[config.mk]
export PLATFORM = sky130hd
export DESIGN_NAME = gdsh_cell
export DESIGN_NICKNAME = d
export VERILOG_FILES = /design/src/rtl/core/gdsh_pkg.sv /design/src/rtl/core/gdsh_cell.sv
export SDC_FILE = /design/constraint.sdc
export NUM_CORES = 1
export LEC_CHECK = 0
export BUFFER_PORTS_ARGS = -buffer_cell sky130_fd_sc_hd__buf_2
export CAP_MARGIN = 20
export CELL_PAD_IN_SITES_DETAIL_PLACEMENT = 0
export CELL_PAD_IN_SITES_GLOBAL_PLACEMENT = 1
export CORE_MARGIN = 2
export CORE_UTILIZATION = 42
export CTS_CLUSTER_DIAMETER = 150
export DETAILED_ROUTE_END_ITERATION = 10
export PLACE_DENSITY = 0.8
export SKIP_LAST_GASP = 1
export SYNTH_ARGS = -nofsm -noshare
export SYNTH_HDL_FRONTEND = slang
export SYNTH_SLANG_ARGS = --single-unit
[constraint.sdc]
create_clock -name clk -period 3.8 [get_ports clk]
set_input_delay 0.76 -clock clk [delete_from_list [all_inputs] [get_ports clk]]
set_output_delay 0.76 -clock clk [all_outputs]
set_load 0.03 [all_outputs]
[src/rtl/core/gdsh_pkg.sv]
`timescale 1ns / 1ps
`default_nettype none

package gdsh_pkg;

	localparam int NODES  = 8;
	localparam int ADJ_W  = NODES * NODES;
	localparam int DEG_W  = 4;
	localparam int CODE_W = 7;
	localparam int IDX_W  = 3;
	localparam int HASH_W = 64;

	localparam logic [HASH_W-1:0] FNV_BASIS = 64'hCBF29CE484222325;
	localparam logic [HASH_W-1:0] FNV_PRIME = 64'h00000100000001B3;

	// largest real code is 8*9+8, the empty mark sorts above all of them
	localparam logic [CODE_W-1:0] CODE_MAX  = 7'd80;
	localparam logic [CODE_W-1:0] CODE_NONE = 7'h7F;

	typedef logic [CODE_W-1:0] code_t;
	typedef code_t [NODES-1:0] code_vec_t;

	// payload handed from one stage to the next
	typedef struct packed {
		logic [HASH_W-1:0] hash;
		code_vec_t         codes;
		code_t             last;
	} stage_t;

	// one fnv-1a round; the prime is 2^40 + 0x1b3, so the product is a sum of shifts
	function automatic logic [HASH_W-1:0] fnv_step(input logic [HASH_W-1:0] h, input code_t c);
		logic [HASH_W-1:0] x;
		x = h ^ HASH_W'(c);
		return (x << 40) + (x << 8) + (x << 7) + (x << 5) + (x << 4) + (x << 1) + x;
	endfunction

endpackage

`default_nettype wire

[src/rtl/core/gdsh_cell.sv]
`timescale 1ns / 1ps
`default_nettype none

module gdsh_cell import gdsh_pkg::*; (
	input  wire logic   clk,
	input  wire logic   arst_n,
	input  wire logic   up_valid,
	output logic        up_ready,
	input  wire stage_t up_data,
	output logic        dn_valid,
	input  wire logic   dn_ready,
	output stage_t      dn_data
);

	logic   valid_q;
	stage_t data_q;
	stage_t next;

	code_t            l1_v [4];
	logic [IDX_W-1:0] l1_i [4];
	code_t            l2_v [2];
	logic [IDX_W-1:0] l2_i [2];
	code_t            min_v;
	logic [IDX_W-1:0] min_i;

	// smallest remaining code, lowest index on a tie
	always_comb begin
		for (int j = 0; j < 4; j++) begin
			if (up_data.codes[2*j+1] < up_data.codes[2*j]) begin
				l1_v[j] = up_data.codes[2*j+1];
				l1_i[j] = IDX_W'(2*j+1);
			end else begin
				l1_v[j] = up_data.codes[2*j];
				l1_i[j] = IDX_W'(2*j);
			end
		end
		for (int j = 0; j < 2; j++) begin
			if (l1_v[2*j+1] < l1_v[2*j]) begin
				l2_v[j] = l1_v[2*j+1];
				l2_i[j] = l1_i[2*j+1];
			end else begin
				l2_v[j] = l1_v[2*j];
				l2_i[j] = l1_i[2*j];
			end
		end
		if (l2_v[1] < l2_v[0]) begin
			min_v = l2_v[1];
			min_i = l2_i[1];
		end else begin
			min_v = l2_v[0];
			min_i = l2_i[0];
		end
	end

	// take the minimum out of the vector and fold it into the hash
	always_comb begin
		for (int j = 0; j < NODES; j++) begin
			next.codes[j] = (IDX_W'(j) == min_i) ? CODE_NONE : up_data.codes[j];
		end
		next.last = min_v;
		next.hash = fnv_step(up_data.hash, min_v);
	end

	assign up_ready = !valid_q || dn_ready;

	// cell valid
	always_ff @(posedge clk or negedge arst_n) begin
		if (!arst_n) begin
			valid_q <= 1'b0;
		end else if (up_ready) begin
			valid_q <= up_valid;
		end
	end

	// cell payload
	always_ff @(posedge clk) begin
		if (up_valid && up_ready) begin
			data_q <= next;
		end
	end

	assign dn_valid = valid_q;
	assign dn_data  = data_q;

endmodule

`default_nettype wire

### Yosys cells after proc, flatten, opt, wreduce, memory -nomap -nowiden

Cells that the tools add are included.

* $add $sub $neg: 6
* $lt $le $gt $ge: 7
* equal/unequal tests: 7
* mux-type cells: 14
* bitwise gates (word level): 1
* reductions and logical operators: 4

Operators with widths (count)
* adder 64 bit: 6
* bitwise XOR 64 x 7 -> 64 bit: 1
* less-than comparator 7 bit: 7
* 2-to-1 mux 7 bit: 7
* == test 3 bit, first input constant: 4
* == test 2 x 3 -> 1 bit, first input constant: 2
* 2-to-1 mux 3 bit: 2
* 2-to-1 mux 1 bit: 4
* == test 1 x 3 -> 1 bit, first input constant: 1
* zero test 3 bit: 1
* 2-to-1 mux 2 bit: 1
* logical AND 1 bit: 1
* zero test 1 bit: 1
* logical OR 1 bit: 1

* bits in registers: 128
* bits of input ports: 131
* output and inout port bits: 129
* logic and storage cells: 50

### Logic depth before layout (Yosys ltp)

Gate-level depths: netlist of the first run.

* word-level depth: 13
* depth in mapped cells: 49
* gate-level depth less buffers: 48

### Worst setup path after synthesis of the first run

OpenSTA, ideal clock, no wires.

* kind: input -> register
* start: input up_data[27] (netlist name)
* end: register data_q (netlist bit dn_data[124]) (data pin)
* arrival: 10.438 ns
* data required time: 3.541 ns
* slack: -6.897 ns
* stages: 44
* cell sequence: inv_1 > ha_1 > a21oi_1 > o21ai_0 > a21oi_1 > clkbuf_1 > nor2_1 > a21oi_1 > inv_1 > ha_1 > a211oi_1 > nor2_1 > or3_1 > a31o_2 > o21a_1 > clkbuf_1 > o21ai_0 > ha_1 > (+8 left out) > xnor2_1 > fa_1 > fa_1 > inv_1 > fa_1 > ha_1 > ha_1 > a21oi_1 > a21o_1 > a21oi_1 > o31ai_1 > a211oi_1 > a31oi_2 > o21ai_1 > o311a_1 > a311o_1 > a21oi_1 > xnor2_1

RTL lines
* from (decl): line gdsh_cell.sv:9 `input wire stage_t up_data,`
* to (signal assigned): line gdsh_cell.sv:78 `data_q <= next;`
* to (decl): line gdsh_cell.sv:16 `stage_t data_q;`

==> results.toml, run 1 <==
[drt]
vias_per_cell = 4.96
first_pass_iters = 5
drt_wl_total_um = 48500
ant_nets = 0
drt_first_iter_violations = 570
via_count = 14200
wl_per_cell_um = 17.0
drc = 0

[clocking]
clk_pin_slew_ns = 0.06
clk_latency_ns = 0.46
clockBufferDepth = 2
tritoncts = "done"
postCtsHoldBufs = 0
cts_root_buf = "clkbuf_16"
clkSinkCount = 128
cts_made_buffers = 17
cts_htree_levels = 4

[sta]
finalCriticalPeriod_ns = 9.26
finalMaxSlewViolations = 0
worst_slew_pin_slew_ns = 0.537
rsz0062_at_grt = "true"
setup_ws_ns = -5.46
fin_crit_sh_pct = 244
hold_viol = 0
fmaxAchievable_mhz = 108
fin_skew_ns = 0.0173
setup_viol = 127
relSlewSlack_pct = 63.8

[layout]
drive_gt1_share_pct = 48.8
final_common_cell = "buf_4"
area_growth_pct = 56.1
multiInputGateArea_um2 = 13000
num-fill-cells = 2903
fin_nets = 2855
ff_latch_area_um2 = 3840
final_cell_mix = "482 x buf_4, 272 x inv_1, 246 x buf_2, 239 x fa_1, 127 x edfxtp_1"

[synth]
async_reset_ff_share_pct = 0.781
yosysWarnings = 0
syn_nets = 2058
synth_area_per_cell_um2 = 10.5
ys_types = 65
synth-seq-cells = 128
ys_seq_area_share_pct = 23.9
synthCells = 1533
synthFlopType = "edfxtp_1"
synth_edf_count = 127
syn-cell-area_um2 = 16100

[die]
die_w_um = 200
num_io_pins = 260
die-area_um2 = 39800
core_area_um2 = 37700
initial_utilization_pct = 42.6
rows = 71
die_h_um = 200

[worst_setup_path]
cp-start-kind = "primary input"
regToRegSetupSlack_ns = 2.07
cp_data_arrival_time_ns = 9.46
reg2reg_from = "dn_valid"
cpPeakStageDelay_ns = 0.49
slowest_stage = "fa_1"
rr_worst_depth = 3
cp.required_ns = 4.00
r2r-end = "dn_data[25]"
worstSetupPathType = "primary input to register"
cp-end-kind = "register"
crit_fanout = 7
crit_top_cell = "ha_4"

[placed_design]
place_worst_setup_slack_ns = -6.45
dpl.hpwl_um = 38800
io_buffers = 252
place_congestion = 0.926

[grt]
top_usage_layer = "met2"
use_met1_pct = 29.9
grt_pass1_wl_um = 75200
grt_usage_pct = 24.5
grt_pass1_vias = 15200
grt_overflow_total = 0
grt_use_met2_pct = 43.9
antenna_found_initial = 2
grt_start_max_net_pins = 40
use_met3_pct = 3.90

[flow_run]
cap_violations = 0

[worst_hold_path]
hold_path.class = "primary input to async pin"

[status]
violations = "negative setup slack"
status = "complete, but fails checks"
[worst max path at each step]
stage	start	endpoint	slack [ns]	cells past startpoint
2_1_floorplan	up_data[30]	dn_data[124]	-5.81	47
3_3_place_gp	up_data[55]	dn_data[124]	-6.12	44
3_5_place_dp	up_data[37]	dn_data[124]	-6.45	43
4_1_cts	up_data[37]	dn_data[124]	-5.29	46
5_1_grt	up_data[27]	dn_data[124]	-5.77	47
6_report	up_data[25]	dn_data[124]	-5.46	45
[timing repair]
item	CTS	global route
resized for setup	177	135
buffers inserted	51	44
endpoints found under the setup margin	127	127
gates cloned	5	0
pin swaps	137	125
[layout make-up]
| class | instances | area share [%] |
|---|---|---|
| Clock inverter | 15 | 0.774 |
| Timing Repair Buffer | 800 | 23.0 |
| Sequential cell | 128 | 15.3 |
| Tap cell | 511 | 2.55 |
| Clock buffer | 17 | 1.70 |
| Inverter | 294 | 4.54 |
| Multi-Input combinational cell | 1089 | 52.0 |
| Antenna cell | 3 | 0.0299 |
[cells in the mapped netlist (all sizes together), types with 14 or more instances]
library cell    n  share of area (%)
inv           293                6.9
fa            244                 30
ha            150                 12
edfxtp        127                 24
a21oi         104                3.3
nand2          87                2.0
nor2           67                1.6
o21ai          53                1.7
a21o           50                2.3
xnor2          48                2.6
or2            29                1.1
xor2           29                1.6
clkbuf         27               0.64
nand3          20               0.62
nand2b         19               0.74
o21a           17               0.79
a211oi         14               0.69
nor2b          14               0.55
[layer usage]
metal,wire (um),share of wire (%),vias to the layer above
met5,12,0.025,-
met4,1490,3.1,2
met3,1960,4.0,78
met2,25300,52,316
met1,19800,41,7062
li1,-,-,6725
[metrics by stage]
step                      TNS (ns)  hold WS (ns)  utilization (%)  std cells  area [um^2]
final                      -359.76        0.0841             66.6       2857        25100
after detailed placement   -454.48         0.539             58.9       2739        22200
after floorplan            -368.44         0.464                -       1533        16800
after CTS                  -342.14        0.0584             63.9       2819        24100
after global placement     -435.47         0.502             58.9       2739        22200
after global routing       -384.60        0.0626             66.5       2855        25100
[registers in the layout, indices dropped and copies added, names as in the netlist]
signal / flops
dn_data: 127
dn_valid: 1
[cells by family (layout without fill, tap and decap cells)]
logic type                 after synthesis  in the layout  synth area share, %
AOI/OAI and AO/OA                      306            311                 12.3
xor gates and xnor gates                78             78                 4.39
adders and majority gates              395            395                 42.2
buffers and inverters                  321           1126                 7.54
DFF                                    128            128                 23.9
muxes                                    6              6                0.397
other                                    0              3                    0
and+or+nand+nor                        299            299                 9.25
[worst max-delay path, delay by kind of cell]
kind	cells	cell delay, ns
AO/OA/AOI/OAI	20	4.10
XOR/XNOR	3	0.46
adder cells (fa/ha/maj)	9	2.33
buffers and inverters	7	0.74
AND/OR/NAND/NOR	6	1.05
Power of run 1 is not shown: default switching activity piles up to over one toggle a cycle in this logic, so the estimate is an artifact.
==> run 2, diff against run 1 <==
- CAP_MARGIN: 20 -> 30
- REMOVE_ABC_BUFFERS: unset -> 1
==> run 2 against run 1 <==
The flow still finishes with violations (negative setup slack). Non-clock buffer count grew 39. Register-to-register slack gained 0.16 ns. Routed wire length grew 5.9%. Die area is the same. Via count grew 3.3%. Maximum frequency shrank 2.7%. Cell area grew 0.87%. Setup slack lost 0.26 ns. Global-route usage grew 0.84 points. Count of clock-buffer cells in the layout is the same. Flip-flop and latch count is the same. Critical path type unchanged. Largest cell class unchanged.
==> results.toml, run 2 (synthesis gave the netlist of run 1 again) <==
[die]
die_h_um = 200
die_w_um = 200
initial_utilization_pct = 42.6
core_area_um2 = 37700
die-area_um2 = 39800
rows = 71
num_io_pins = 260

[clocking]
cts_htree_levels = 4
clockBufferDepth = 2
clk_latency_ns = 0.47
postCtsHoldBufs = 0
clkSinkCount = 128
tritoncts = "done"
cts_root_buf = "clkbuf_16"
clk_pin_slew_ns = 0.06
cts_made_buffers = 17

[worst_setup_path]
critical_path.startpoint = "up_data[13]"
cp.required_ns = 4.01
worstSetupPathType = "primary input to register"
crit_fanout = 7
cp_data_arrival_time_ns = 9.73
cpLargestDelayFamily = "compound AO/OA/AOI/OAI gates"
cp-start-kind = "primary input"
cpPeakStageDelay_ns = 0.59
reg2reg_from = "dn_valid"
crit_buf_inv = 9
cp-end-kind = "register"
rr_worst_depth = 3
regToRegSetupSlack_ns = 2.23
slowest_stage = "fa_1"
r2r-end = "dn_data[14]"

[grt]
grt_usage_pct = 25.4
grt_overflow_total = 0
grt_start_max_net_pins = 60
grt_pass1_vias = 15500
antenna_found_initial = 9
grt_pass1_wl_um = 77500

[layout]
largest_reg_flops = 127
ff_latch_area_um2 = 3840
num-fill-cells = 2841
multiInputGateArea_um2 = 13000
final_common_cell = "buf_4"
final_cell_mix = "522 x buf_4, 271 x inv_1, 241 x buf_2, 237 x fa_1, 127 x edfxtp_1"
drive_gt1_share_pct = 50.0
area_growth_pct = 57.5
fin_nets = 2889

[sta]
fmaxAchievable_mhz = 105
hold_viol = 0
setup_viol = 127
finalMaxSlewViolations = 0
relSlewSlack_pct = 62.6
rsz0062_at_grt = "true"
setup_ws_ns = -5.72
finalCriticalPeriod_ns = 9.52
fin_crit_sh_pct = 251
fin_skew_ns = 0.0176
worst_slew_pin_slew_ns = 0.555

[drt]
first_pass_iters = 5
ant_nets = 0
wl_per_cell_um = 17.7
drt_first_iter_violations = 582
drt_wl_total_um = 51400
vias_per_cell = 5.06
drc = 0
via_count = 14700

[placed_design]
place_worst_setup_slack_ns = -7.06
place_congestion = 0.910
io_buffers = 252
dpl.hpwl_um = 38500

[status]
status = "complete, but fails checks"
violations = "negative setup slack"

[flow_run]
cap_violations = 0

[worst_hold_path]
hold_path.class = "primary input to async pin"
-- run 2: metal layers --
layer	global-route usage [%]	vias up	part of all wire (%)
met1	29.5	7343	38
met2	46.7	413	53
li1	-	6779	-
met5	0	-	0.074
met3	4.74	109	5.4
met4	8.56	6	3.2
-- run 2: metrics by stage --
| stage | util (%) | std cells | cell area (um^2) | hold WS (ns) | TNS [ns] |
|---|---|---|---|---|---|
| final | 67.1 | 2896 | 25300 | 0.0695 | -412.46 |
| after global routing | 67.1 | 2893 | 25300 | 0.0460 | -435.63 |
| after CTS | 64.9 | 2848 | 24500 | 0.0409 | -368.74 |
| after detailed placement | 56.5 | 2718 | 21300 | 0.517 | -509.70 |
| after global placement | 56.5 | 2718 | 21300 | 0.501 | -495.51 |
| after floorplan | - | 1506 | 16000 | 0.464 | -568.62 |
-- run 2: worst reg2reg max path, cell delays in order, from the launching register on --
cell	delay [ns]
dfrtp_1	0.37
nand2b_1	0.11
and2_4	0.29
buf_4	0.44
-- run 2: what timing repair did --
item                       4_1_cts  5_1_grt
setup endpoints to repair      127      127
pin swaps                      169      107
setup buffers                  107       47
gates resized for setup        365      105
-- run 2: worst max-delay path by stage --
stage,cells after the start,to,slack (ns)
finish,47,dn_data[124],-5.72
detailed placement,46,dn_data[124],-7.06
floorplan,42,dn_data[124],-6.84
global placement,46,dn_data[124],-6.86
global route,48,dn_data[124],-5.97
CTS,48,dn_data[124],-5.32
-- run 2: layout make-up --
type	instances	share of cell area, %
diodes	8	0.0792
clock buffers	17	1.68
clock inverters	15	0.727
inverters	294	4.42
multi-input cells	1084	51.5
flip-flops and latches	128	15.2
well taps	511	2.53
repair buffers	839	23.8
Power of run 2 is left out for the same reason.
==> run 3, diff against run 2 <==
--- a/config.mk
+++ b/config.mk
@@ -11,8 +11,8 @@
 export CELL_PAD_IN_SITES_GLOBAL_PLACEMENT = 1
 export CORE_MARGIN = 2
-export CORE_UTILIZATION = 42
+export CORE_UTILIZATION = 46
 export CTS_CLUSTER_DIAMETER = 150
 export DETAILED_ROUTE_END_ITERATION = 10
-export PLACE_DENSITY = 0.8
+export PLACE_DENSITY = 0.84
 export REMOVE_ABC_BUFFERS = 1
 export SKIP_LAST_GASP = 1
==> constraint.sdc (replaced) <==
create_clock -name clk -period 9.2 [get_ports clk]
set_input_delay 0.46 -clock clk [delete_from_list [all_inputs] [get_ports clk]]
set_output_delay 0.46 -clock clk [all_outputs]
set_load 0.03 [all_outputs]
==> run 3 against run 2 <==
The flow now finishes without violations. Sequential share of layout area increased by 2.3 points. Flip-flop and latch count unchanged. Via count decreased by 10%. Routed wire length decreased by 12%. Final cell count decreased by 12%. Global-route usage decreased by 0.95 points. Clock skew increased by 0.0031 ns. First-iteration DRC count increased by 13%. Core utilization decreased by 3.3 points. Non-clock buffer count decreased by 301. Highest routed layer is now met4.
==> results.toml, run 3 (synthesis gave the netlist of run 1 again) <==
[status]
status = "completed"

[sta]
fin_skew_ns = 0.0207
finalCriticalPeriod_ns = 9.15
setup_viol = 0
hold_viol = 0
setup_tns_ns = 0
relSlewSlack_pct = 42.5
finalMaxSlewViolations = 0
rsz0062_at_grt = "true"
fin_crit_sh_pct = 99.5
worst_slew_pin_slew_ns = 0.861
fmaxAchievable_mhz = 109

[grt]
grt_usage_pct = 24.4
grt_start_max_net_pins = 79
antenna_found_initial = 6
grt_overflow_total = 0
grt_pass1_vias = 13900
grt_pass1_wl_um = 69000

[worst_setup_path]
rr_worst_depth = 4
cp-start-kind = "primary input"
slowest_stage = "fa_2"
crit_fanout = 7
cp_data_arrival_time_ns = 9.34
regToRegSetupSlack_ns = 6.94
worstSetupPathType = "primary input to register"
reg2reg_from = "dn_valid"
critical_path.startpoint = "up_data[37]"
cp.required_ns = 9.38
cp-end-kind = "register"
setup.worst_path.end = "dn_data[123]"
r2r-end = "dn_data[70]"
cpPeakStageDelay_ns = 0.56

[clocking]
cts_root_buf = "clkbuf_16"
clk_latency_ns = 0.44
cts_made_buffers = 17
clk_pin_slew_ns = 0.07
cts_htree_levels = 4
clockBufferDepth = 2
clkSinkCount = 128
tritoncts = "done"

[layout]
final_common_cell = "inv_1"
fin_nets = 2589
largest_reg_flops = 127
drive_gt1_share_pct = 38.0
num-fill-cells = 2748
area_growth_pct = 37.0
final_cell_mix = "276 x inv_1, 270 x buf_4, 250 x buf_2, 242 x fa_1, 127 x edfxtp_1"

[placed_design]
place_congestion = 0.905
dpl.hpwl_um = 35300
io_buffers = 252

[drt]
ant_nets = 0
drc = 0
wl_per_cell_um = 17.8
drt_wl_total_um = 45200
drt_first_iter_violations = 657
first_pass_iters = 5
via_count = 13100
vias_per_cell = 5.18

[die]
die_h_um = 191
rows = 68
initial_utilization_pct = 46.6
die_w_um = 191
core_area_um2 = 34500
num_io_pins = 260
die-area_um2 = 36400

[worst_hold_path]
hold_path.class = "primary input to register"

[flow_run]
cap_violations = 0
-- run 3: layout make-up --
class                   instances  area [um^2]  share of cell area, %
well taps                     455          569                   2.59
repair buffers                538         3500                   15.9
clock buffers                  17          425                   1.93
diodes                          7         17.5                 0.0797
flip-flops and latches        128         3840                   17.5
clock inverters                15          253                   1.15
multi-input cells            1085        12300                   55.8
inverters                     294         1110                   5.05
-- run 3: repair_timing --
action                                 4_1_cts  5_1_grt
endpoints found under the hold margin        1        0
resized for setup                          125      142
pin swaps                                   47       76
setup endpoints to repair                   25       29
gates cloned                                 1        0
hold buffers                                 1        0
buffers inserted                            33       22
-- run 3: how the worst min path moves through the flow --
stage,startpoint,end,slack [ns],depth (start not counted)
detailed placement,arst_n,dn_valid,0.24,1
floorplan,arst_n,dn_valid,0.16,0
global route,up_valid,dn_valid,0.25,2
global placement,arst_n,dn_valid,0.23,1
finish,up_valid,dn_valid,0.26,2
CTS,up_valid,dn_valid,0.24,2
-- run 3: critical path, delay by kind of cell --
family          cells  cell delay [ns]
simple gates        8             1.22
buf+inv             8             0.96
compound gates     19             3.55
fa+ha+maj           8             2.74
xor+xnor            2             0.41
-- run 3: metal layers --
metal	share of wire [%]	track usage, %
met2	52	43.7
met5	0	0
met4	2.8	7.96
met3	4.7	2.91
met1	41	30.6
-- run 3: through the flow --
step           cells  utilization, %  hold slack (ns)  setup WS (ns)  instance area [um^2]
2_1_floorplan   1506               -            0.164          -1.14                 16000
3_3_place_gp    2444            56.6            0.235          -1.18                 19500
3_5_place_dp    2444            56.6            0.236          -1.44                 19500
4_1_cts         2511            61.0            0.238         0.0414                 21000
5_1_grt         2538            63.8            0.247         -0.298                 22000
6_report        2539            63.8            0.256         0.0454                 22000
Power of run 3 is left out for the same reason.
