==> src/rtl/core/gdsh_pkg.sv <==
`timescale 1ns / 1ps
`default_nettype none

package gdsh_pkg;

	localparam int NODES  = 8;
	localparam int ADJ_W  = NODES * NODES;
	localparam int DEG_W  = 4;
	localparam int CODE_W = 7;
	localparam int IDX_W  = 3;
	localparam int HASH_W = 64;

	localparam logic [HASH_W-1:0] FNV_BASIS = 64'hCBF29CE484222325;
	localparam logic [HASH_W-1:0] FNV_PRIME = 64'h00000100000001B3;

	// largest real code is 8*9+8, the empty mark sorts above all of them
	localparam logic [CODE_W-1:0] CODE_MAX  = 7'd80;
	localparam logic [CODE_W-1:0] CODE_NONE = 7'h7F;

	typedef logic [CODE_W-1:0] code_t;
	typedef code_t [NODES-1:0] code_vec_t;

	// payload handed from one stage to the next
	typedef struct packed {
		logic [HASH_W-1:0] hash;
		code_vec_t         codes;
		code_t             last;
	} stage_t;

	// one fnv-1a round; the prime is 2^40 + 0x1b3, so the product is a sum of shifts
	function automatic logic [HASH_W-1:0] fnv_step(input logic [HASH_W-1:0] h, input code_t c);
		logic [HASH_W-1:0] x;
		x = h ^ HASH_W'(c);
		return (x << 40) + (x << 8) + (x << 7) + (x << 5) + (x << 4) + (x << 1) + x;
	endfunction

endpackage

`default_nettype wire

==> src/rtl/core/gdsh_degree.sv <==
`timescale 1ns / 1ps
`default_nettype none

module gdsh_degree import gdsh_pkg::*; (
	input  wire logic             clk,
	input  wire logic             arst_n,
	input  wire logic             up_valid,
	output logic                  up_ready,
	input  wire logic [ADJ_W-1:0] adjacency,
	output logic                  dn_valid,
	input  wire logic             dn_ready,
	output stage_t                dn_data
);

	logic   valid_q;
	stage_t data_q;
	stage_t next;

	// per-node out/in degree and code out*9+in
	always_comb begin
		logic [NODES-1:0] col [NODES];
		logic [DEG_W-1:0] out_d;
		logic [DEG_W-1:0] in_d;
		next.hash = FNV_BASIS;
		next.last = '0;
		for (int u = 0; u < NODES; u++) begin
			for (int v = 0; v < NODES; v++) begin
				col[u][v] = adjacency[v*NODES + u];
			end
			out_d = DEG_W'($countones(adjacency[u*NODES +: NODES]));
			in_d  = DEG_W'($countones(col[u]));
			next.codes[u] = (CODE_W'(out_d) << 3) + CODE_W'(out_d) + CODE_W'(in_d);
		end
	end

	assign up_ready = !valid_q || dn_ready;

	// stage valid
	always_ff @(posedge clk or negedge arst_n) begin
		if (!arst_n) begin
			valid_q <= 1'b0;
		end else if (up_ready) begin
			valid_q <= up_valid;
		end
	end

	// stage payload
	always_ff @(posedge clk) begin
		if (up_valid && up_ready) begin
			data_q <= next;
		end
	end

	assign dn_valid = valid_q;
	assign dn_data  = data_q;

endmodule

`default_nettype wire

==> config.mk <==
export PLATFORM = sky130hd
export DESIGN_NAME = gdsh_degree
export DESIGN_NICKNAME = d
export VERILOG_FILES = /design/src/rtl/core/gdsh_pkg.sv /design/src/rtl/core/gdsh_degree.sv
export SDC_FILE = /design/constraint.sdc
export NUM_CORES = 1
export LEC_CHECK = 0
export BUFFER_PORTS_ARGS = -buffer_cell sky130_fd_sc_hd__buf_2
export CORE_ASPECT_RATIO = 1.75
export CORE_MARGIN = 2
export CORE_UTILIZATION = 38
export CTS_CLUSTER_DIAMETER = 150
export CTS_CLUSTER_SIZE = 24
export DETAILED_ROUTE_END_ITERATION = 16
export GPL_TIMING_DRIVEN = 1
export PLACE_DENSITY = 0.63
export SYNTH_ARGS = -nofsm -noshare
export SYNTH_HDL_FRONTEND = slang
export SYNTH_SLANG_ARGS = --single-unit
==> constraint.sdc <==
create_clock -name clk -period 2.7 [get_ports clk]
set_input_delay 0.405 -clock clk [delete_from_list [all_inputs] [get_ports clk]]
set_output_delay 0.405 -clock clk [all_outputs]
set_load 0.02 [all_outputs]
# Word level (Yosys, flattened, before mapping)
# Cells that the tools add are included.
classes:
  add_sub_neg: 128
  reduce_logical: 3
ops:
  columns: ["operator", "n"]
  rows:
  - ["$add 1x1->2", 64]
  - ["$add 7x4->7", 16]
  - ["$add 2x2->3", 32]
  - ["$add 3x3->4", 16]
  - ["$logic_and 1x1->1", 1]
  - ["$logic_not 1->1", 1]
  - ["$logic_or 1x1->1", 1]
totals:
  regBits: 57
  inputBits: 68
  out_inout_bits: 129

# Depth between registers and ports, before layout
# Gate-level depths: netlist (run 1).
depth:
  ltp_word: 5
  depth_mapped: 17
  ltp_nobuf: 17

# Worst setup path after synthesis (run 1)
# No wires, ideal clock.
synth_path:
  path_type: "input -> register"
  from: "in adjacency[16]"
  to: "reg data_q (netlist bit dn_data[27]), data pin"
  setup_time_ps: 259
  arrival_ps: 4489
  setup_slack_ps: -2048
  path_stages: 15
  cell_sequence: "inv_1 fa_1 fa_1 fa_1 inv_1 ha_1 fa_1 inv_1 fa_1 fa_1 fa_1 nor2b_1 o21a_1 o211ai_2 xnor2_1"
synth_lines:
  columns: ["element", "line_no", "rtl"]
  rows:
  - ["start, declared", "gdsh_degree.sv:9", "input wire logic [ADJ_W-1:0] adjacency,"]
  - ["end signal, assigned", "gdsh_degree.sv:50", "data_q <= next;"]
  - ["end, declared", "gdsh_degree.sv:16", "stage_t data_q;"]

==> impl_metrics.csv, run 1 <==
group,metric,value,unit
setup_path,worstSetupStartpoint,"adjacency[40]",
hold_path,hold_path_end,"dn_valid$_DFFE_PN0N_",
synthesis,synth_most_common_cell,"inv_1",
floorplan,die_area,18500,um2
floorplan,row_count,63,
synthesis,synth_area_per_cell,10.8,um2
synthesis,synthArstFlopShare,1.75,%
clock_network,htreeDepth,3,
drt,drc_errors,0,
setup_path,max_stage_delay,0.55,ns
setup_path,arrival,4.55,ns
sta,setup_slack,-1.76,ns
floorplan,die_w,104,um
clock_network,clkLatencyLatePin,0.34,ns
floorplan,pin_count,197,
setup_path,reg2regPathDepth,3,
setup_path,r2r_end,"dn_data[11]$_DFFE_PP_",
floorplan,core_area,16900,um2
sta,slew_viol_final,0,
global_route,grt_max_degree,57,
layout,final.fill_count,1496,
synthesis,ys.flop_type,"edfxtp_1",
placed_design,dp_hpwl,13000,um
placed_design,gp_congestion,0.856,
synthesis,synth_common_cells,"153 x inv_1, 94 x ha_1, 72 x fa_1",
setup_path,r2r-start,"dn_valid$_DFFE_PN0N_",
synthesis,postSynthCellCount,612,
sta,finalHoldViolCount,0,
hold_path,hold_class,"input port to register",
drt,drt-total-wl,15500,um
synthesis,ys_warn_count,0,
sta,min_period,4.46,ns
synthesis,ys_seq_area_share,25.9,%
global_route,grtUsageMet3,2.85,%
setup_path,r2r_slack,1.41,ns
setup_path,slowest_stage,"fa_1",
global_route,grt_pass1_wl,24200,um
sta,fin_tns_setup,-82.22,ns
layout,nets,1146,
clock_network,clkTransAtPathRegs,0.05,ns
drt,via_per_inst,4.27,
layout,post_route_cells_drive_above_1_share,45.0,%
clock_network,clock_sinks,57,
setup_path,start_kind,"input port",
synthesis,synth_seq_cells,57,
sta,rsz0062_at_grt,"true",
setup_path,path_class,"input port to register",
global_route,grt_use_total,17.3,%
drt,drt_first_pass_iters,4,
synthesis,yosys.cell_types.count,29,
layout,antenna_cells,0,
synthesis,synth-edff-count,56,
setup_path,endpoint_kind,"register",
placed_design,post_dp_cell_area,8570,um2
global_route,grt-busiest-layer,"met2",
sta,clock.fmax,0.224,GHz
clock_network,clockRootBuffer,"clkbuf_16",
run_status,outcome,"finished, violations left",
clock_network,cts_tree,"done",
sta,fin_worst_skew,0.00901,ns
global_route,use_met1,18.5,%
job,cap_violations,0,
global_route,overflow,0,
run_status,violations,"negative setup slack",
global_route,use_met2,33.8,%
drt,drtIter0Drc,112,
setup_path,path_max_fanout,2,
synthesis,yosysTopAreaCell,"edfxtp_1",
clock_network,clk_path_buf_depth,2,
global_route,antenna_found_initial,0,
drt,ant_nets,0,
layout,final_cell_area,9410,um2
drt,wl_per_cell,13.6,um
sta,finalCritPeriodShare,165,%
placed_design,io_buffers,125,
drt,num_vias,4887,
setup_path,path_cells,"buf_8 > fa_1 > inv_2 > fa_1 > fa_1 > inv_2 > ha_4 > inv_2 > fa_1 > fa_1 > inv_2 > fa_2 > inv_2 > fa_2 > nor2b_2 > o21a_1 > o211ai_2 > xnor2_1",
setup_path,critPathBufInv,6,
hold_path,holdPathStages,2,
layout,area_growth,42.6,%
setup_path,critPathTopFamily,"adder cells",
floorplan,start_util,38.9,%
hold_path,hp-start,"up_valid",
synthesis,synth_area,6600,um2
power,powerDensity,1140,nW/um2
power,p_leak,4.89,nW
synthesis,yosys.area.top_type_share,25.5,%
floorplan,dieHeight,178,um
power,irDropWorstVdd,0.000449,V
sta,setup_violations,56,
clock_network,cts_inserted_buffers,9,
setup_path,required,2.79,ns
global_route,first_global_vias,4947,
synthesis,ys_top_cells_by_area,"edfxtp_1 25%, fa_1 22%, ha_1 18%, inv_1 8.7%, buf_4 8.1%",
-- logic make-up after synthesis --
kind of cell	after synthesis	share of synthesized area [%]
compound gates	45	5.21
xor+xnor	57	7.57
fa+ha+maj	166	39.7
buf+inv	224	16.8
flops	57	25.9
other cells	2	0.114
simple gates	61	4.80
-- stage by stage --
stage	setup WS, ns	hold slack, ns	std cells	utilization [%]	total power [mW]
after floorplan	-1.91	0.109	681	-	6.44
after global placement	-2.20	0.180	1107	50.6	8.67
after detailed placement	-2.22	0.180	1107	50.6	8.78
after CTS	-1.77	0.258	1135	54.4	10.4
after global routing	-1.92	0.271	1144	55.5	11.7
final	-1.76	0.271	1144	55.5	10.8
-- state kept, by name, indices dropped and copies added (netlist names) --
signal / flops
dn_data: 56
dn_valid: 1
-- what timing repair did --
| item | CTS | global route |
|---|---|---|
| gates resized for setup | 62 | 40 |
| pin swaps | 36 | 22 |
| setup endpoints to repair | 56 | 56 |
| hold buffers | 1 | 0 |
| hold endpoints to repair | 1 | 0 |
| setup buffers | 12 | 12 |
| cloned | 0 | 0 |
-- cell usage in the layout, fill, tap and decap left out, drive strengths merged --
master,n
a21oi,14
and2b,4
edfxtp,56
o21ai,2
xor2,17
nand4,1
o21a,9
clkinv,4
dfrtp,1
conb,71
a211oi,2
a41o,3
nor2b,15
inv,153
bufinv,1
xnor2,40
nand2,11
fa,72
buf,290
and2,1
clkbuf,11
nand2b,3
o211ai,6
a21o,6
o2111ai,3
nand3,12
ha,94
dlygate4sd3,1
nor2,14
-- worst max-delay path by stage --
stage	endpoint	slack [ns]	cells past startpoint
6_report	dn_data[48]$_DFFE_PP_	-1.76	18
4_1_cts	dn_data[48]$_DFFE_PP_	-1.77	18
2_1_floorplan	dn_data[41]$_DFFE_PP_	-1.91	17
3_5_place_dp	dn_data[62]$_DFFE_PP_	-2.22	16
5_1_grt	dn_data[48]$_DFFE_PP_	-1.92	18
3_3_place_gp	dn_data[34]$_DFFE_PP_	-2.20	16
-- area by class of cell --
cell class	instances	area [um2]	area share (%)
well taps	227	284	3.02
multi-input cells	400	4460	47.4
flip-flops and latches	57	1710	18.1
clock inverters	5	46.3	0.492
inverters	153	619	6.58
clock buffers	11	233	2.47
repair buffers	291	2060	21.9
-- per-layer routing --
layer | up-vias | wire length (um)
met5 | - | 0
met4 | 0 | 315
met3 | 16 | 754
met2 | 172 | 8670
met1 | 2324 | 5780
li1 | 2375 | -
-- report_power, final --
| group | leakage [nW] | total, mW | internal (mW) | switching, mW |
|---|---|---|---|---|
| clock | 0.136 | 1.12 | 0.703 | 0.414 |
| combinational | 4.21 | 7.83 | 4.01 | 3.82 |
| sequential | 0.548 | 1.83 | 1.74 | 0.0869 |
Note: power is estimated with default switching activity, not from simulation.
==> inputs of run 2 (changes only) <==
--- a/config.mk
+++ b/config.mk
@@ -5,15 +5,15 @@
 export SDC_FILE = /design/constraint.sdc
 export NUM_CORES = 1
 export LEC_CHECK = 0
-export BUFFER_PORTS_ARGS = -buffer_cell sky130_fd_sc_hd__buf_2
 export CORE_ASPECT_RATIO = 1.75
 export CORE_MARGIN = 2
 export CORE_UTILIZATION = 38
 export CTS_CLUSTER_DIAMETER = 150
 export CTS_CLUSTER_SIZE = 24
 export DETAILED_ROUTE_END_ITERATION = 16
+export DONT_BUFFER_PORTS = 1
 export GPL_TIMING_DRIVEN = 1
-export PLACE_DENSITY = 0.63
+export PLACE_DENSITY = 0.53
 export SYNTH_ARGS = -nofsm -noshare
 export SYNTH_HDL_FRONTEND = slang
 export SYNTH_SLANG_ARGS = --single-unit
==> run 2 against run 1 <==
Compared with the run above:
- the run still ends with negative setup slack left
- count of clock-buffer cells in the layout decreased by 1
- core utilization fell by 5.9 points
- fmax decreased by 0.40%
- critical endpoint is now dn_data[34]$_DFFE_PP_
- clock power grew 16%
- worst hold slack got worse by 0.092 ns
- final cell count decreased by 15%
- register-to-register slack worse by 0.30 ns
- via count fell by 12%
- non-clock buffer count decreased by 167
- sequential cell count did not move
- wire length fell by 2.7%
- setup slack worse by 0.018 ns
==> impl_metrics.csv, run 2 (same netlist as run 1, synthesis figures left out) <==
group,metric,value,unit
layout,area_growth,27.5,%
job,cap_violations,0,
clock_network,clk_path_buf_depth,2,
setup_path,endpoint_kind,"register",
sta,fin_worst_skew,0.00922,ns
layout,final_cell_mix,"115 x inv_1, 102 x buf_4, 79 x ha_1, 71 x conb_1, 56 x edfxtp_1",
placed_design,io_buffers,0,
placed_design,dp_cells,944,
setup_path,start_kind,"input port",
setup_path,critPathTopFamily,"adder cells",
placed_design,gp_congestion,0.830,
clock_network,clockRootBuffer,"clkbuf_16",
sta,setup_violations,56,
clock_network,clkTransAtPathRegs,0.05,ns
setup_path,path_cells,"inv_8 > fa_1 > fa_1 > fa_1 > inv_2 > ha_4 > fa_1 > inv_2 > fa_1 > fa_2 > fa_2 > nor2b_2 > o21a_1 > o211ai_2 > xnor2_1",
floorplan,die_area,18500,um2
drt,num_vias,4315,
sta,finalCritPeriodShare,166,%
layout,largest_reg_flops,56,
power,irDropWorstVdd,0.000428,V
clock_network,cts_tree,"done",
global_route,antenna_found_initial,0,
drt,drtIter0Drc,100,
drt,drc_errors,0,
setup_path,slowest_stage,"fa_1",
global_route,overflow,0,
clock_network,htreeDepth,3,
setup_path,arrival,4.57,ns
floorplan,die_w,104,um
setup_path,path_common_cell,"fa_1",
floorplan,row_count,63,
drt,ant_nets,0,
sta,clock.fmax,0.223,GHz
layout,antenna_cells,0,
hold_path,hold_class,"input port to register",
clock_network,clock_sinks,57,
setup_path,max_stage_delay,0.54,ns
global_route,grt_use_total,17.1,%
global_route,first_global_vias,4687,
sta,slew_viol_final,0,
global_route,grt_max_degree,57,
layout,final_common_cell,"inv_1",
layout,nets,979,
sta,rsz0062_at_grt,"true",
setup_path,critPathBufInv,3,
sta,setup_slack,-1.78,ns
drt,wl_per_cell,15.5,um
run_status,violations,"negative setup slack",
placed_design,post_dp_cell_area,7660,um2
power,total_power,10.6,mW
layout,final_cell_area,8410,um2
layout,post-route-util,49.6,%
global_route,grt_pass1_wl,23600,um
placed_design,dp_hpwl,13300,um
drt,drt_first_pass_iters,4,
placed_design,dp_slack,-2.12,ns
floorplan,pin_count,197,
floorplan,core_area,16900,um2
power,p_leak,4.20,nW
floorplan,start_util,38.9,%
clock_network,cts_inserted_buffers,9,
setup_path,path_class,"input port to register",
clock_network,clkLatencyLatePin,0.34,ns
setup_path,path_max_fanout,2,
sta,finalHoldViolCount,0,
drt,via_per_inst,4.42,
layout,final_cells,977,
run_status,outcome,"finished, violations left",
sta,min_period,4.48,ns
drt,drt-total-wl,15100,um
setup_path,required,2.79,ns
floorplan,dieHeight,178,um
power,powerDensity,1260,nW/um2
layout,post_route_cells_drive_above_1_share,33.2,%
[run 2: cell types whose count changed in the layout (fill, tap and decap cells not counted), sizes merged]
cell      before  now
buf          290  123
bufinv         1    3
clkinv         4    2
clkbuf        11   10
clkinvlp       0    1
[run 2: metrics by stage]
| step | TNS [ns] | hold slack (ns) |
|---|---|---|
| after floorplan | -87.26 | 0.109 |
| final | -77.70 | 0.180 |
| after detailed placement | -98.16 | 0.109 |
| after global placement | -96.00 | 0.109 |
| after global routing | -82.98 | 0.161 |
| after CTS | -77.72 | 0.165 |
[run 2: repair_timing]
item / CTS / global route
hold buffers: 1 / 0
endpoints found under the setup margin: 56 / 56
hold endpoints to repair: 1 / 0
pin swaps: 33 / 22
cloned: 0 / 0
resized for setup: 42 / 41
buffers inserted: 16 / 11
[run 2: path summary, 6_finish.rpt]
path | start | endpoint | slack (ns) | cells past startpoint
worst min-delay path | up_valid | dn_valid$_DFFE_PN0N_ | 0.18 | 1
worst max-delay path | adjacency[24] | dn_data[34]$_DFFE_PP_ | -1.78 | 15
max in group asynchronous | arst_n | dn_valid$_DFFE_PN0N_ | 2.32 | 1
worst min register to register | dn_valid$_DFFE_PN0N_ | dn_valid$_DFFE_PN0N_ | 0.85 | 2
min in group asynchronous | arst_n | dn_valid$_DFFE_PN0N_ | 0.28 | 1
worst max register to register | dn_valid$_DFFE_PN0N_ | dn_data[27]$_DFFE_PP_ | 1.11 | 3
[run 2: layout make-up]
cell class	count	area [um2]
multi-input cells	400	4440
flip-flops and latches	57	1710
fillers	1568	8530
repair buffers	124	1020
well taps	227	284
inverters	153	627
clock buffers	10	229
clock inverters	6	106
[run 2: routing by layer]
| metal | part of all wire, % | track usage (%) | vias up |
|---|---|---|---|
| met3 | 6.6 | 5.08 | 14 |
| met5 | 0 | 0 | - |
| met2 | 58 | 33.6 | 160 |
| li1 | - | - | 2045 |
| met1 | 34 | 16.7 | 2096 |
| met4 | 2.0 | 6.42 | 0 |
[run 2: where the power goes]
group	total (mW)	internal [mW]	leakage (nW)	switching, mW
sequential	2.40	1.78	0.548	0.621
combinational	6.94	3.78	3.49	3.16
clock	1.30	0.895	0.160	0.402
==> inputs of run 3 (changes only) <==
--- a/config.mk
+++ b/config.mk
@@ -6,7 +6,7 @@
 export NUM_CORES = 1
 export LEC_CHECK = 0
 export CORE_ASPECT_RATIO = 1.75
-export CORE_MARGIN = 2
+export CORE_MARGIN = 5
 export CORE_UTILIZATION = 38
 export CTS_CLUSTER_DIAMETER = 150
 export CTS_CLUSTER_SIZE = 24
==> run 3 against run 2 <==
Compared with the run above:
- the run still ends with negative setup slack left
- register-to-register slack lost 0.02 ns
- final area down 0.61%
- sequential share of layout area grew 0.12 points
- clock power barely moved
- combinational power shrank 2%
- critical path depth rose by 2
- sequential cell count unchanged
- highest routed layer unchanged
==> impl_metrics.csv, run 3 (same netlist as run 1, synthesis figures left out) <==
group,metric,value,unit
run_status,outcome,"finished, violations left",
run_status,violations,"negative setup slack",
setup_path,arrival,4.46,ns
drt,wl_per_cell,16.4,um
sta,slew_viol_final,0,
setup_path,r2r_end,"dn_data[11]$_DFFE_PP_",
placed_design,dp_slack,-2.08,ns
layout,final_cell_mix,"118 x inv_1, 102 x buf_4, 76 x ha_1, 71 x conb_1, 56 x edfxtp_1",
sta,fin_tns_setup,-76.77,ns
power,p_leak,4.15,nW
sta,min_period,4.39,ns
setup_path,path_max_fanout,2,
drt,drc_errors,0,
sta,finalCritPeriodShare,163,%
floorplan,dieHeight,184,um
setup_path,start_kind,"input port",
job,cap_violations,0,
power,total_power,10.5,mW
layout,final_cells,972,
floorplan,die_w,110,um
floorplan,core_area,17000,um2
floorplan,row_count,63,
clock_network,clockRootBuffer,"clkbuf_16",
sta,finalHoldViolCount,0,
drt,top_layer,"met4",
clock_network,clkLatencyLatePin,0.33,ns
hold_path,hold_class,"input port to register",
global_route,overflow,0,
drt,wl_met3,1270,um
sta,setup_slack,-1.69,ns
setup_path,endpoint_kind,"register",
setup_path,path_class,"input port to register",
drt,drtIter0Drc,73,
sta,fin_worst_skew,0.00858,ns
setup_path,r2r-start,"dn_valid$_DFFE_PN0N_",
placed_design,gp_congestion,0.848,
setup_path,required,2.77,ns
global_route,grt_pass1_wl,24700,um
clock_network,clock_sinks,57,
drt,wl_met1,5250,um
clock_network,clkTransAtPathRegs,0.06,ns
sta,rsz0062_at_grt,"true",
clock_network,clk_path_buf_depth,2,
placed_design,dp_hpwl,13900,um
layout,final.fill_count,1586,
drt,ant_nets,0,
setup_path,worstSetupStartpoint,"adjacency[40]",
layout,final-seq-area,1710,um2
setup_path,r2r_slack,1.09,ns
layout,antenna_cells,0,
drt,drt-total-wl,15900,um
layout,post_route_cells_drive_above_1_share,32.8,%
layout,nets,974,
layout,final_common_cell,"inv_1",
clock_network,cts_tree,"done",
floorplan,pin_count,197,
global_route,first_global_vias,4927,
drt,via_per_inst,4.39,
layout,area_growth,26.7,%
sta,fin_hold_ws,0.182,ns
floorplan,die_area,20200,um2
clock_network,cts_inserted_buffers,9,
placed_design,io_buffers,0,
layout,largest_reg_flops,56,
setup_path,reg2regPathDepth,3,
sta,clock.fmax,0.228,GHz
sta,setup_violations,56,
drt,drt_first_pass_iters,5,
setup_path,crit_end,"dn_data[48]$_DFFE_PP_",
global_route,grt_max_degree,57,
drt,met2WireLength,9040,um
floorplan,start_util,38.8,%
power,irDropWorstVdd,0.000401,V
layout,multi_input_area,4460,um2
drt,num_vias,4265,
placed_design,dp_cells,948,
global_route,grt_use_total,16.4,%
clock_network,htreeDepth,3,
power,powerDensity,1260,nW/um2
global_route,antenna_found_initial,0,
run 3: changes by cell type in the layout (fill, tap and decap cells not counted), sizes merged:
cell and change:
buf -5, bufinv -1, clkbuf +1
run 3: repair_timing:
action | CTS | global route
setup endpoints to repair | 56 | 56
pin swaps | 31 | 14
resized for setup | 48 | 24
buffers inserted | 8 | 7
endpoints found under the hold margin | 1 | 0
hold buffers | 1 | 0
run 3: final cells by class:
class                   count  area share (%)
clock buffers              11            3.02
well taps                 227            3.40
clock inverters             5           0.928
multi-input cells         400            53.3
inverters                 153            7.38
repair buffers            119            11.5
flip-flops and latches     57            20.4
run 3: metrics by stage:
stage          area, um2  utilization, %
6_report            8360            49.1
5_1_grt             8360            49.1
3_5_place_dp        7690            45.2
2_1_floorplan       7090               -
4_1_cts             8310            48.8
3_3_place_gp        7690            45.2
run 3: report_power, final:
group	internal [mW]	leakage (nW)	switching (mW)
clock network	0.855	0.162	0.424
registers	1.78	0.548	0.636
logic	3.65	3.44	3.15
run 3: worst max-delay path, stage by stage:
cell and delay [ns]:
fa_1 0.53, inv_2 0.04, fa_1 0.44, fa_1 0.52, inv_2 0.05, ha_4 0.26, inv_2 0.03, fa_1 0.51
fa_1 0.40, inv_1 0.08, fa_2 0.22, inv_2 0.05, fa_2 0.40, nor2b_2 0.12, o21a_1 0.17, o211ai_2 0.09
xnor2_1 0.15
run 3: worst min-delay path by stage:
stage	startpoint	endpoint	slack [ns]	cells past startpoint
floorplan	arst_n	dn_valid$_DFFE_PN0N_	0.11	0
global placement	arst_n	dn_valid$_DFFE_PN0N_	0.11	0
detailed placement	arst_n	dn_valid$_DFFE_PN0N_	0.11	0
CTS	up_valid	dn_valid$_DFFE_PN0N_	0.17	1
global route	up_valid	dn_valid$_DFFE_PN0N_	0.18	1
finish	up_valid	dn_valid$_DFFE_PN0N_	0.18	1
run 3: layer usage:
metal,vias to the layer above,track usage (%)
met2,168,32.2
met3,23,4.98
li1,2028,-
met1,2046,15.4
met5,-,0
met4,0,5.84
